### src/sv/dde_pkg.sv
// shared constants for the direct dft engine
// widths of samples, twiddles, products, accumulators and config codes; no dependencies
package dde_pkg;

    localparam int MAX_POINTS = 64;
    localparam int IDX_W      = $clog2(MAX_POINTS);
    localparam int CNT_W      = IDX_W + 1;
    localparam int SAMPLE_W   = 16;
    localparam int TW_FRAC    = 15;
    localparam int TW_W       = TW_FRAC + 2;
    localparam int PROD_W     = 2 * TW_W;
    localparam int SUM_W      = PROD_W + 1;
    localparam int ACC_W      = SUM_W + IDX_W;
    localparam int SHIFT_W    = ACC_W - TW_FRAC;
    localparam int BIN_W      = 24;
    localparam int DIV_STEPS  = SHIFT_W;
    localparam int DIV_CNT_W  = $clog2(DIV_STEPS);
    localparam int CFG_IDX_W  = 4;
    localparam int CFG_DATA_W = 16;

    typedef enum logic [CFG_IDX_W-1:0] {
        REG_POINT_COUNT  = 4'd0,
        REG_INVERSE_MODE = 4'd1,
        REG_BASE_COS     = 4'd2,
        REG_BASE_SIN     = 4'd3
    } cfg_reg_t;

    localparam logic [CNT_W-1:0]           PC_RESET  = CNT_W'(64);
    localparam logic signed [SAMPLE_W-1:0] COS_RESET = SAMPLE_W'(32610);
    localparam logic signed [SAMPLE_W-1:0] SIN_RESET = SAMPLE_W'(3212);

endpackage

### src/sv/dde_cmul.sv
// shared complex multiplier: registered partial products, then registered re/im sums
// uses dde_pkg widths
module dde_cmul (
    input  logic                             clk,
    input  logic signed [dde_pkg::TW_W-1:0]  a_re,
    input  logic signed [dde_pkg::TW_W-1:0]  a_im,
    input  logic signed [dde_pkg::TW_W-1:0]  b_re,
    input  logic signed [dde_pkg::TW_W-1:0]  b_im,
    output logic signed [dde_pkg::SUM_W-1:0] p_re,
    output logic signed [dde_pkg::SUM_W-1:0] p_im
);
    import dde_pkg::*;

    logic signed [PROD_W-1:0] rr_reg;
    logic signed [PROD_W-1:0] ii_reg;
    logic signed [PROD_W-1:0] ri_reg;
    logic signed [PROD_W-1:0] ir_reg;
    logic signed [SUM_W-1:0]  re_reg;
    logic signed [SUM_W-1:0]  im_reg;

    always_ff @(posedge clk)
    begin
        rr_reg <= a_re * b_re;
        ii_reg <= a_im * b_im;
        ri_reg <= a_re * b_im;
        ir_reg <= a_im * b_re;
        re_reg <= SUM_W'(rr_reg) - SUM_W'(ii_reg);
        im_reg <= SUM_W'(ri_reg) + SUM_W'(ir_reg);
    end

    assign p_re = re_reg;
    assign p_im = im_reg;

endmodule

### config.mk
export PLATFORM = sky130hd
export DESIGN_NAME = dde_cmul
export DESIGN_NICKNAME = d
export VERILOG_FILES = /design/src/sv/dde_pkg.sv /design/src/sv/dde_cmul.sv
export SDC_FILE = /design/constraint.sdc
export NUM_CORES = 2
export LEC_CHECK = 0
export BUFFER_PORTS_ARGS = -buffer_cell sky130_fd_sc_hd__buf_4
export CAP_MARGIN = 15
export CORE_ASPECT_RATIO = 1.25
export CORE_UTILIZATION = 50
export CTS_BUF_LIST = sky130_fd_sc_hd__clkbuf_4 sky130_fd_sc_hd__clkbuf_8
export DETAILED_ROUTE_END_ITERATION = 8
export PLACE_DENSITY = 0.78
export SLEW_MARGIN = 20
export SYNTH_ARGS = -nofsm -noshare
export SYNTH_HDL_FRONTEND = slang
export SYNTH_SLANG_ARGS = --single-unit
### constraint.sdc
create_clock -name clk -period 9.05 [get_ports clk]
set_input_delay 2.715 -clock clk [delete_from_list [all_inputs] [get_ports clk]]
set_output_delay 2.715 -clock clk [all_outputs]
set_load 0.01 [all_outputs]
==> metrics.yaml <==
relSlewSlack: 0.499
path_buf_inv: 5
overflow: 0
drtIter0Drc: 2228
regToRegEndpoint: "p_im[26]"
cts_tree: "yes"
synth_seq_area_share: 0.0810
synth_cell_types: 65
wl_per_cell_um: 17.1
ys_seq_elements: 206
grt_pass1_wl_um: 197000
crit_slowest_cell: "fa_1"
critPathTopFamily: "adder cells"
grt_max_degree: 35
hold_depth: 1
crit_path_start_kind: "input pin"
core.rowCount: 130
dpl.hpwl_um: 92900
avgSynthCellArea_sq_um: 9.32
ys_warn_count: 0
drive_above_1_share: 0.0499
post-route-drc-count: 0
wirelength_um: 117000
dr_total_vias: 36353
final_nets: 7146
drv_cap: 0
cp_max_fo: 19
postPlaceCellArea_sq_um: 53200
start_util: 0.506
drv_slew: 0
clk_path_buf_depth: 3
worstPathArrival_ns: 8.96
h-tree-depth: 2
final_area_sq_um: 54100
cts-root-buf: "clkbuf_8"
cts_num_sinks: 206
cts_setup_buffers: 0
path_class: "in -> reg"
ant_nets: 0
hold_buffers: 0
status: "complete, no violations"
regArea_sq_um: 4120
crit_path_end_kind: "flop"
track_usage: 0.241
grt_busiest_layer: "met2"
max_slew.worst_pin.slew_ns: 0.749
min-delay-start: "ir_reg[0]"
grt_use_met1: 0.284
whs_endpoint: "p_im[0]"
syn_nets: 7127
grt_pass1_vias: 39949
drtPass1Iterations: 6
ios: 139
area_growth_pct: 6.24
fillerInstances: 8814
cts_resized: 0
die_w_um: 287
coreArea_sq_um: 101000
synth-edff-count: 0
cts_made_buffers: 37
use_met3: 0.0300
clkLatencyLatePin_ns: 0.62
use_met2: 0.424
path_cells: "buf_4 -> buf_4 -> nand2_1 -> fa_1 -> inv_1 -> fa_1 -> fa_1 -> fa_1 -> fa_1 -> inv_1 -> fa_1 -> inv_1 -> ha_1 -> o21a_1 -> o21ai_0 -> a21o_1 -> a21oi_1 -> o21ai_0 -> nand3_1 -> a31o_2 -> a21oi_1 -> xnor2_1"
skew_ns: 0.0311
clkSlewWorstSetupHoldPaths_ns: 0.07
avgViaCountPerCell: 5.32
synthArstFlopShare: 0
netlist_area_sq_um: 50900
portBuffers: 138
worst_hold_slack_ns: 0.450
layout_min_cycle_time_ns: 8.40
period_share: 0.928
hold_path_class: "reg -> reg"
fin_util: 0.537
r2r_cells: 12
max_stage_delay_ns: 0.58
r2r_setup_slack_ns: 5.59
die_area_sq_um: 103000
place.gp.congestion: 0.901
reg2reg_from: "ri_reg[0]"
hold_violations: 0
cp.required_ns: 9.61
crit_top_cell: "fa_1"
syn_inst: 5464
synth_flop_cell: "dfxtp_1"
die_y_um: 359
multiInputGateArea_sq_um: 41100
antenna_found_initial: 5
max_freq_mhz: 119
setup_viol: 0
tns_ns: 0
grt_setup_unrepaired: "false"
logic make-up (layout without fill, tap and decap cells):
family,Yosys count,count (layout),share of synthesized area
buffers and inverters,1500,1547,0.111
and+or+nand+nor,1471,1471,0.144
xor gates and xnor gates,194,194,0.0334
DFF,206,206,0.0810
adders and majority gates,1594,1594,0.567
other,0,5,0
AOI/OAI and AO/OA,499,499,0.0639
per-layer routing:
metal	routed length [um]	part of all wire	vias to the layer above
met3	6950	0.059	301
met5	13	0.00011	-
li1	-	-	16240
met2	59800	0.51	1165
met1	42800	0.37	18645
met4	7520	0.064	2
final cells by class:
cell class              instances  share of cell area
flip-flops and latches        206              0.0763
inverters                    1287              0.0893
well taps                    1320              0.0305
repair buffers                193              0.0268
diodes                          5            0.000231
clock buffers                  55              0.0128
multi-input cells            3758               0.761
clock inverters                12             0.00312
synthesized netlist by cell type, drive strengths merged (17+ instances only):
cell type	count	share of area
inv	1286	0.095
fa	1186	0.47
and2	586	0.072
nand2	564	0.042
ha	408	0.10
clkbuf	211	0.016
dfxtp	206	0.081
nor2	164	0.012
xnor2	161	0.028
a21oi	151	0.015
o21ai	85	0.0084
a21o	61	0.0090
xor2	33	0.0057
o21a	32	0.0047
nand2b	30	0.0037
nand3	28	0.0028
a211oi	26	0.0038
nor2b	25	0.0031
o21bai	25	0.0037
nor3	17	0.0017
o211ai	17	0.0025
worst max-delay path by stage:
stage / depth (start not counted) / to / from
global route: 23 / rr_reg[33] / b_re[2]
global placement: 22 / ir_reg[32] / a_im[7]
CTS: 22 / ir_reg[32] / a_im[7]
floorplan: 20 / ri_reg[33] / b_im[2]
finish: 22 / ir_reg[32] / a_im[7]
detailed placement: 22 / ir_reg[32] / a_im[7]
layout by cell type (no fill, tap or decap), types with 32 or more instances in the layout:
master,instances
dfxtp_1,206
a21o_1,61
clkbuf_8,45
xnor2_1,161
buf_4,193
nor2_1,164
nand2_1,564
xor2_1,33
o21a_1,32
inv_1,1286
a21oi_1,150
and2_1,586
fa_1,1186
o21ai_0,78
ha_1,408
per-stage QoR:
stage / cells / setup slack [ns]
5_1_grt: 6835 / 0.358
2_1_floorplan: 5464 / 0.382
3_5_place_dp: 6764 / 0.155
6_report: 6836 / 0.647
3_3_place_gp: 6764 / 0.241
4_1_cts: 6831 / 0.773
Power is left out: the tool's default activity adds up to more than one toggle a clock period on the data nets, which glitch-free logic cannot reach.
