[config.mk]
export PLATFORM = sky130hd
export DESIGN_NAME = dde_div
export DESIGN_NICKNAME = d
export VERILOG_FILES = /design/src/sv/dde_pkg.sv /design/src/sv/dde_div.sv
export SDC_FILE = /design/constraint.sdc
export NUM_CORES = 1
export LEC_CHECK = 0
export BUFFER_PORTS_ARGS = -buffer_cell sky130_fd_sc_hd__buf_2
export CORE_MARGIN = 3
export CORE_UTILIZATION = 40
export DETAILED_ROUTE_END_ITERATION = 16
export GPL_TIMING_DRIVEN = 0
export PLACE_DENSITY_LB_ADDON = 0.15
export SYNTH_ARGS = -nofsm -noshare
export SYNTH_HDL_FRONTEND = slang
export SYNTH_SLANG_ARGS = --single-unit
[constraint.sdc]
create_clock -name clk -period 2.9 [get_ports clk]
set_clock_uncertainty 0.2 [all_clocks]
set_input_delay 0.145 -clock clk [delete_from_list [all_inputs] [get_ports clk]]
set_output_delay 0.145 -clock clk [all_outputs]
set_load 0.01 [all_outputs]
[src/sv/dde_pkg.sv]
// shared constants for the direct dft engine
// widths of samples, twiddles, products, accumulators and config codes; no dependencies
package dde_pkg;

    localparam int MAX_POINTS = 64;
    localparam int IDX_W      = $clog2(MAX_POINTS);
    localparam int CNT_W      = IDX_W + 1;
    localparam int SAMPLE_W   = 16;
    localparam int TW_FRAC    = 15;
    localparam int TW_W       = TW_FRAC + 2;
    localparam int PROD_W     = 2 * TW_W;
    localparam int SUM_W      = PROD_W + 1;
    localparam int ACC_W      = SUM_W + IDX_W;
    localparam int SHIFT_W    = ACC_W - TW_FRAC;
    localparam int BIN_W      = 24;
    localparam int DIV_STEPS  = SHIFT_W;
    localparam int DIV_CNT_W  = $clog2(DIV_STEPS);
    localparam int CFG_IDX_W  = 4;
    localparam int CFG_DATA_W = 16;

    typedef enum logic [CFG_IDX_W-1:0] {
        REG_POINT_COUNT  = 4'd0,
        REG_INVERSE_MODE = 4'd1,
        REG_BASE_COS     = 4'd2,
        REG_BASE_SIN     = 4'd3
    } cfg_reg_t;

    localparam logic [CNT_W-1:0]           PC_RESET  = CNT_W'(64);
    localparam logic signed [SAMPLE_W-1:0] COS_RESET = SAMPLE_W'(32610);
    localparam logic signed [SAMPLE_W-1:0] SIN_RESET = SAMPLE_W'(3212);

endpackage

[src/sv/dde_div.sv]
// radix-2 restoring divider for both bin parts, truncating toward zero
// one quotient bit per cycle; uses dde_pkg widths
module dde_div (
    input  logic                               clk,
    input  logic                               rst_n,
    input  logic                               start,
    input  logic [dde_pkg::CNT_W-1:0]          divisor,
    input  logic signed [dde_pkg::SHIFT_W-1:0] num_re,
    input  logic signed [dde_pkg::SHIFT_W-1:0] num_im,
    output logic                               done,
    output logic signed [dde_pkg::SHIFT_W:0]   quo_re,
    output logic signed [dde_pkg::SHIFT_W:0]   quo_im
);
    import dde_pkg::*;

    logic                 run_reg;
    logic                 done_reg;
    logic [DIV_CNT_W-1:0] cnt_reg;
    logic [CNT_W-1:0]     den_reg;
    logic [CNT_W-1:0]     rem_re_reg;
    logic [CNT_W-1:0]     rem_im_reg;
    logic [SHIFT_W-1:0]   q_re_reg;
    logic [SHIFT_W-1:0]   q_im_reg;
    logic                 neg_re_reg;
    logic                 neg_im_reg;
    logic [SHIFT_W-1:0]   mag_re;
    logic [SHIFT_W-1:0]   mag_im;
    logic [CNT_W+SHIFT_W-1:0] step_re;
    logic [CNT_W+SHIFT_W-1:0] step_im;

    function automatic logic [CNT_W+SHIFT_W-1:0] div_step(
        input logic [CNT_W-1:0]   rem,
        input logic [SHIFT_W-1:0] q,
        input logic [CNT_W-1:0]   d
    );
        logic [CNT_W:0] trial;
        logic           ge;
        trial = {rem, q[SHIFT_W-1]};
        ge    = (trial >= {1'b0, d});
        if (ge)
        begin
            trial = trial - {1'b0, d};
        end
        return {trial[CNT_W-1:0], q[SHIFT_W-2:0], ge};
    endfunction

    assign mag_re  = num_re[SHIFT_W-1] ? (~num_re + 1'b1) : num_re;
    assign mag_im  = num_im[SHIFT_W-1] ? (~num_im + 1'b1) : num_im;
    assign step_re = div_step(rem_re_reg, q_re_reg, den_reg);
    assign step_im = div_step(rem_im_reg, q_im_reg, den_reg);

    // control
    always_ff @(posedge clk or negedge rst_n)
    begin
        if (!rst_n)
        begin
            run_reg  <= 1'b0;
            done_reg <= 1'b0;
            cnt_reg  <= '0;
        end
        else
        begin
            done_reg <= 1'b0;
            if (start)
            begin
                run_reg <= 1'b1;
                cnt_reg <= '0;
            end
            else if (run_reg)
            begin
                cnt_reg <= cnt_reg + 1'b1;
                if (cnt_reg == DIV_CNT_W'(DIV_STEPS - 1))
                begin
                    run_reg  <= 1'b0;
                    done_reg <= 1'b1;
                end
            end
        end
    end

    // datapath
    always_ff @(posedge clk)
    begin
        if (start)
        begin
            den_reg    <= divisor;
            rem_re_reg <= '0;
            rem_im_reg <= '0;
            q_re_reg   <= mag_re;
            q_im_reg   <= mag_im;
            neg_re_reg <= num_re[SHIFT_W-1];
            neg_im_reg <= num_im[SHIFT_W-1];
        end
        else if (run_reg)
        begin
            {rem_re_reg, q_re_reg} <= step_re;
            {rem_im_reg, q_im_reg} <= step_im;
        end
    end

    assign done   = done_reg;
    assign quo_re = neg_re_reg ? -$signed({1'b0, q_re_reg}) : $signed({1'b0, q_re_reg});
    assign quo_im = neg_im_reg ? -$signed({1'b0, q_im_reg}) : $signed({1'b0, q_im_reg});

endmodule

==> flow_metrics.py <==
metrics = {
    "cts": {
        "cts-root-buf": "clkbuf_16",
        "cts-buffers-inserted": 9,
        "h-tree-depth": 3,
        "worstSkewPairLatency_ns": 0.34,
        "clock-sinks": 82,
        "cts_buffer_depth": 2,
        "cts_tree": "done",
        "clk_transition_reported_paths_ns": 0.06,
    },
    "detailed_routing": {
        "postRouteAntennaNets": 0,
        "vias": 5897,
        "wirelength_um": 17900,
        "vias_per_cell": 5.71,
        "first_iter_violations": 505,
        "drt-wirelength-per-cell_um": 17.3,
        "dr.pass1.iters": 6,
        "route.detailed.drc": 0,
    },
    "synth": {
        "syn_avg_cell_area_um2": 8.86,
        "yosysWarnings": 0,
        "yosys.area.top_type": "edfxtp_1",
        "postSynthCellCount": 693,
        "synthFlopType": "edfxtp_1",
        "async_flop_share": 0.0854,
        "yosysSeqAreaShare": 0.372,
        "yosys-top-cells-count": "nor2_1 (96), a21oi_1 (62), edfxtp_1 (61)",
        "synth_area_leaders": "edfxtp_1 (30%), xnor2_1 (8.0%), xor2_1 (6.0%)",
        "synth_nets": 777,
        "synth_top_cell_area_share": 0.298,
        "ys_types": 51,
        "yosysMostFrequentCell": "nor2_1",
        "synth_edf_count": 61,
        "synthesis.area_um2": 6140,
        "ys_seq_elements": 82,
    },
    "layout": {
        "final_nets": 927,
        "diodes": 0,
        "syn2layout_area_growth_pct": 23.5,
        "final_area_um2": 7580,
        "drive_gt1_frac": 0.210,
    },
    "sta": {
        "finalCriticalPeriod_ns": 2.82,
        "holdWs_ns": 0.0232,
        "fin_crit_sh": 0.973,
        "rsz0062_at_grt": "yes",
        "max_freq_mhz": 354,
        "tightestPinTransition_ns": 0.753,
        "slew_viol_final": 0,
        "finalHoldViolCount": 0,
        "fin_ws_ns": 0.0770,
        "setup_viol": 0,
        "relSlewSlack": 0.491,
    },
    "critical_path": {
        "critPathKind": "flip-flop to output port",
        "cp.required_ns": 2.56,
        "cp_top_family": "simple AND/OR/NAND/NOR gates",
        "end_kind": "output port",
        "critPathMaxFanout": 4,
        "cpPeakStageDelay_ns": 0.58,
        "start_kind": "flip-flop",
        "arrival_ns": 2.48,
        "critPathBufInv": 1,
        "path_cells": "or4_4 > nor3_4 > nand4_1 > o41ai_2 > xnor2_1 > buf_2",
        "crit_slowest_cell": "or4_4",
    },
    "placed_design": {
        "pre_cts_slack_ns": -0.168,
        "dp_hpwl_um": 13200,
        "gp_congestion": 0.893,
        "port_buffers": 116,
        "place_area_um2": 6950,
    },
    "die": {
        "coreArea_um2": 14800,
        "dieWidth_um": 130,
        "dieArea_um2": 16900,
        "start_util": 0.416,
        "rows": 44,
        "pin_count": 117,
        "die_y_um": 130,
    },
    "global_route": {
        "grt_max_degree": 53,
        "overflow": 0,
        "antenna_found_initial": 0,
        "track_usage": 0.206,
        "grt_pass1_vias": 5654,
        "grt_pass1_wl_um": 27800,
    },
    "run": {
        "drv_cap": 0,
    },
    "power": {
        "total_power_uw": 4560,
        "ir_drop_mv": 0.283,
        "p_leak_uw": 0.00290,
        "power_density_nw_per_um2": 601,
    },
    "min_path": {
        "hold_class": "input pin to flip-flop",
    },
    "status": {
        "status": "finished, final reports clean",
    },
}
-- stage by stage --
step / utilization / TNS (ns) / std cells
after floorplan: - / 0 / 693
after global placement: 0.471 / -7.97 / 993
after detailed placement: 0.471 / -8.63 / 993
after CTS: 0.508 / -0.0287 / 1029
after global routing: 0.514 / -0.0716 / 1032
final: 0.514 / 0 / 1032
-- logic make-up (layout without fill, tap and decap cells) --
kind of cell    Yosys count  after routing  synth area share
fa+ha+maj                22             22            0.0473
compound gates          174            174             0.185
mux                       7              7            0.0122
flops                    82             82             0.372
xor+xnor                 98             98             0.140
buf+inv                  60            215            0.0391
simple gates            250            250             0.204
-- final cells by class --
type,instances,area (µm²)
Fill cell,1431,7170
Buffer,34,143
Sequential cell,82,2290
Multi-Input combinational cell,551,3740
Clock inverter,4,50.0
Clock buffer,12,246
Inverter,26,97.6
Tap cell,184,230
Timing Repair Buffer,139,790
-- final timing paths --
path	depth (start not counted)	to	from	slack, ns
worst min register to register	2	rem_re_reg[6]$_SDFFE_PP0P_	rem_re_reg[6]$_SDFFE_PP0P_	0.28
worst max-delay path	6	quo_im[22]	q_im_reg[13]$_DFFE_PP_	0.08
worst min-delay path	3	q_im_reg[10]$_DFFE_PP_	num_im[10]	0.02
max in group asynchronous	3	run_reg$_DFF_PN0_	rst_n	1.69
worst max register to register	8	rem_im_reg[4]$_SDFFE_PP0P_	q_im_reg[25]$_DFFE_PP_	0.15
min in group asynchronous	3	cnt_reg[4]$_DFFE_PN0P_	rst_n	0.55
-- power breakdown --
part / switching (µW) / internal (µW)
sequential: 216 / 1480
clock: 478 / 693
combinational: 948 / 743
total: 1640 / 2920
-- cells in the final DEF (no fill, tap or decap), types with 29 or more instances in the layout --
cell type	count
a21oi_1	62
buf_2	116
clkbuf_1	29
edfxtp_1	61
nand2_1	45
nor2_1	96
o21ai_0	34
xnor2_1	55
xor2_1	42
-- what timing repair did --
action                                 in CTS  in global routing
endpoints found under the hold margin      18                  0
hold buffers                               13                  0
gates resized for setup                    12                 14
buffers inserted                            7                  3
setup endpoints to repair                  68                 24
pin swaps                                   6                  6
-- layer usage --
metal  global-route usage  part of all wire  vias up
li1                     -                 -     2846
met1                0.279              0.46     2835
met2                0.339              0.47      190
met3               0.0274             0.048       26
met4               0.0764             0.019        0
met5                    0                 0        -
-- tightest hold or removal path: stages --
cell and delay [ns]:
buf_2 0.10, xor2_1 0.06, a21oi_1 0.13
No activity file was read; power rests on OpenSTA's default activity.
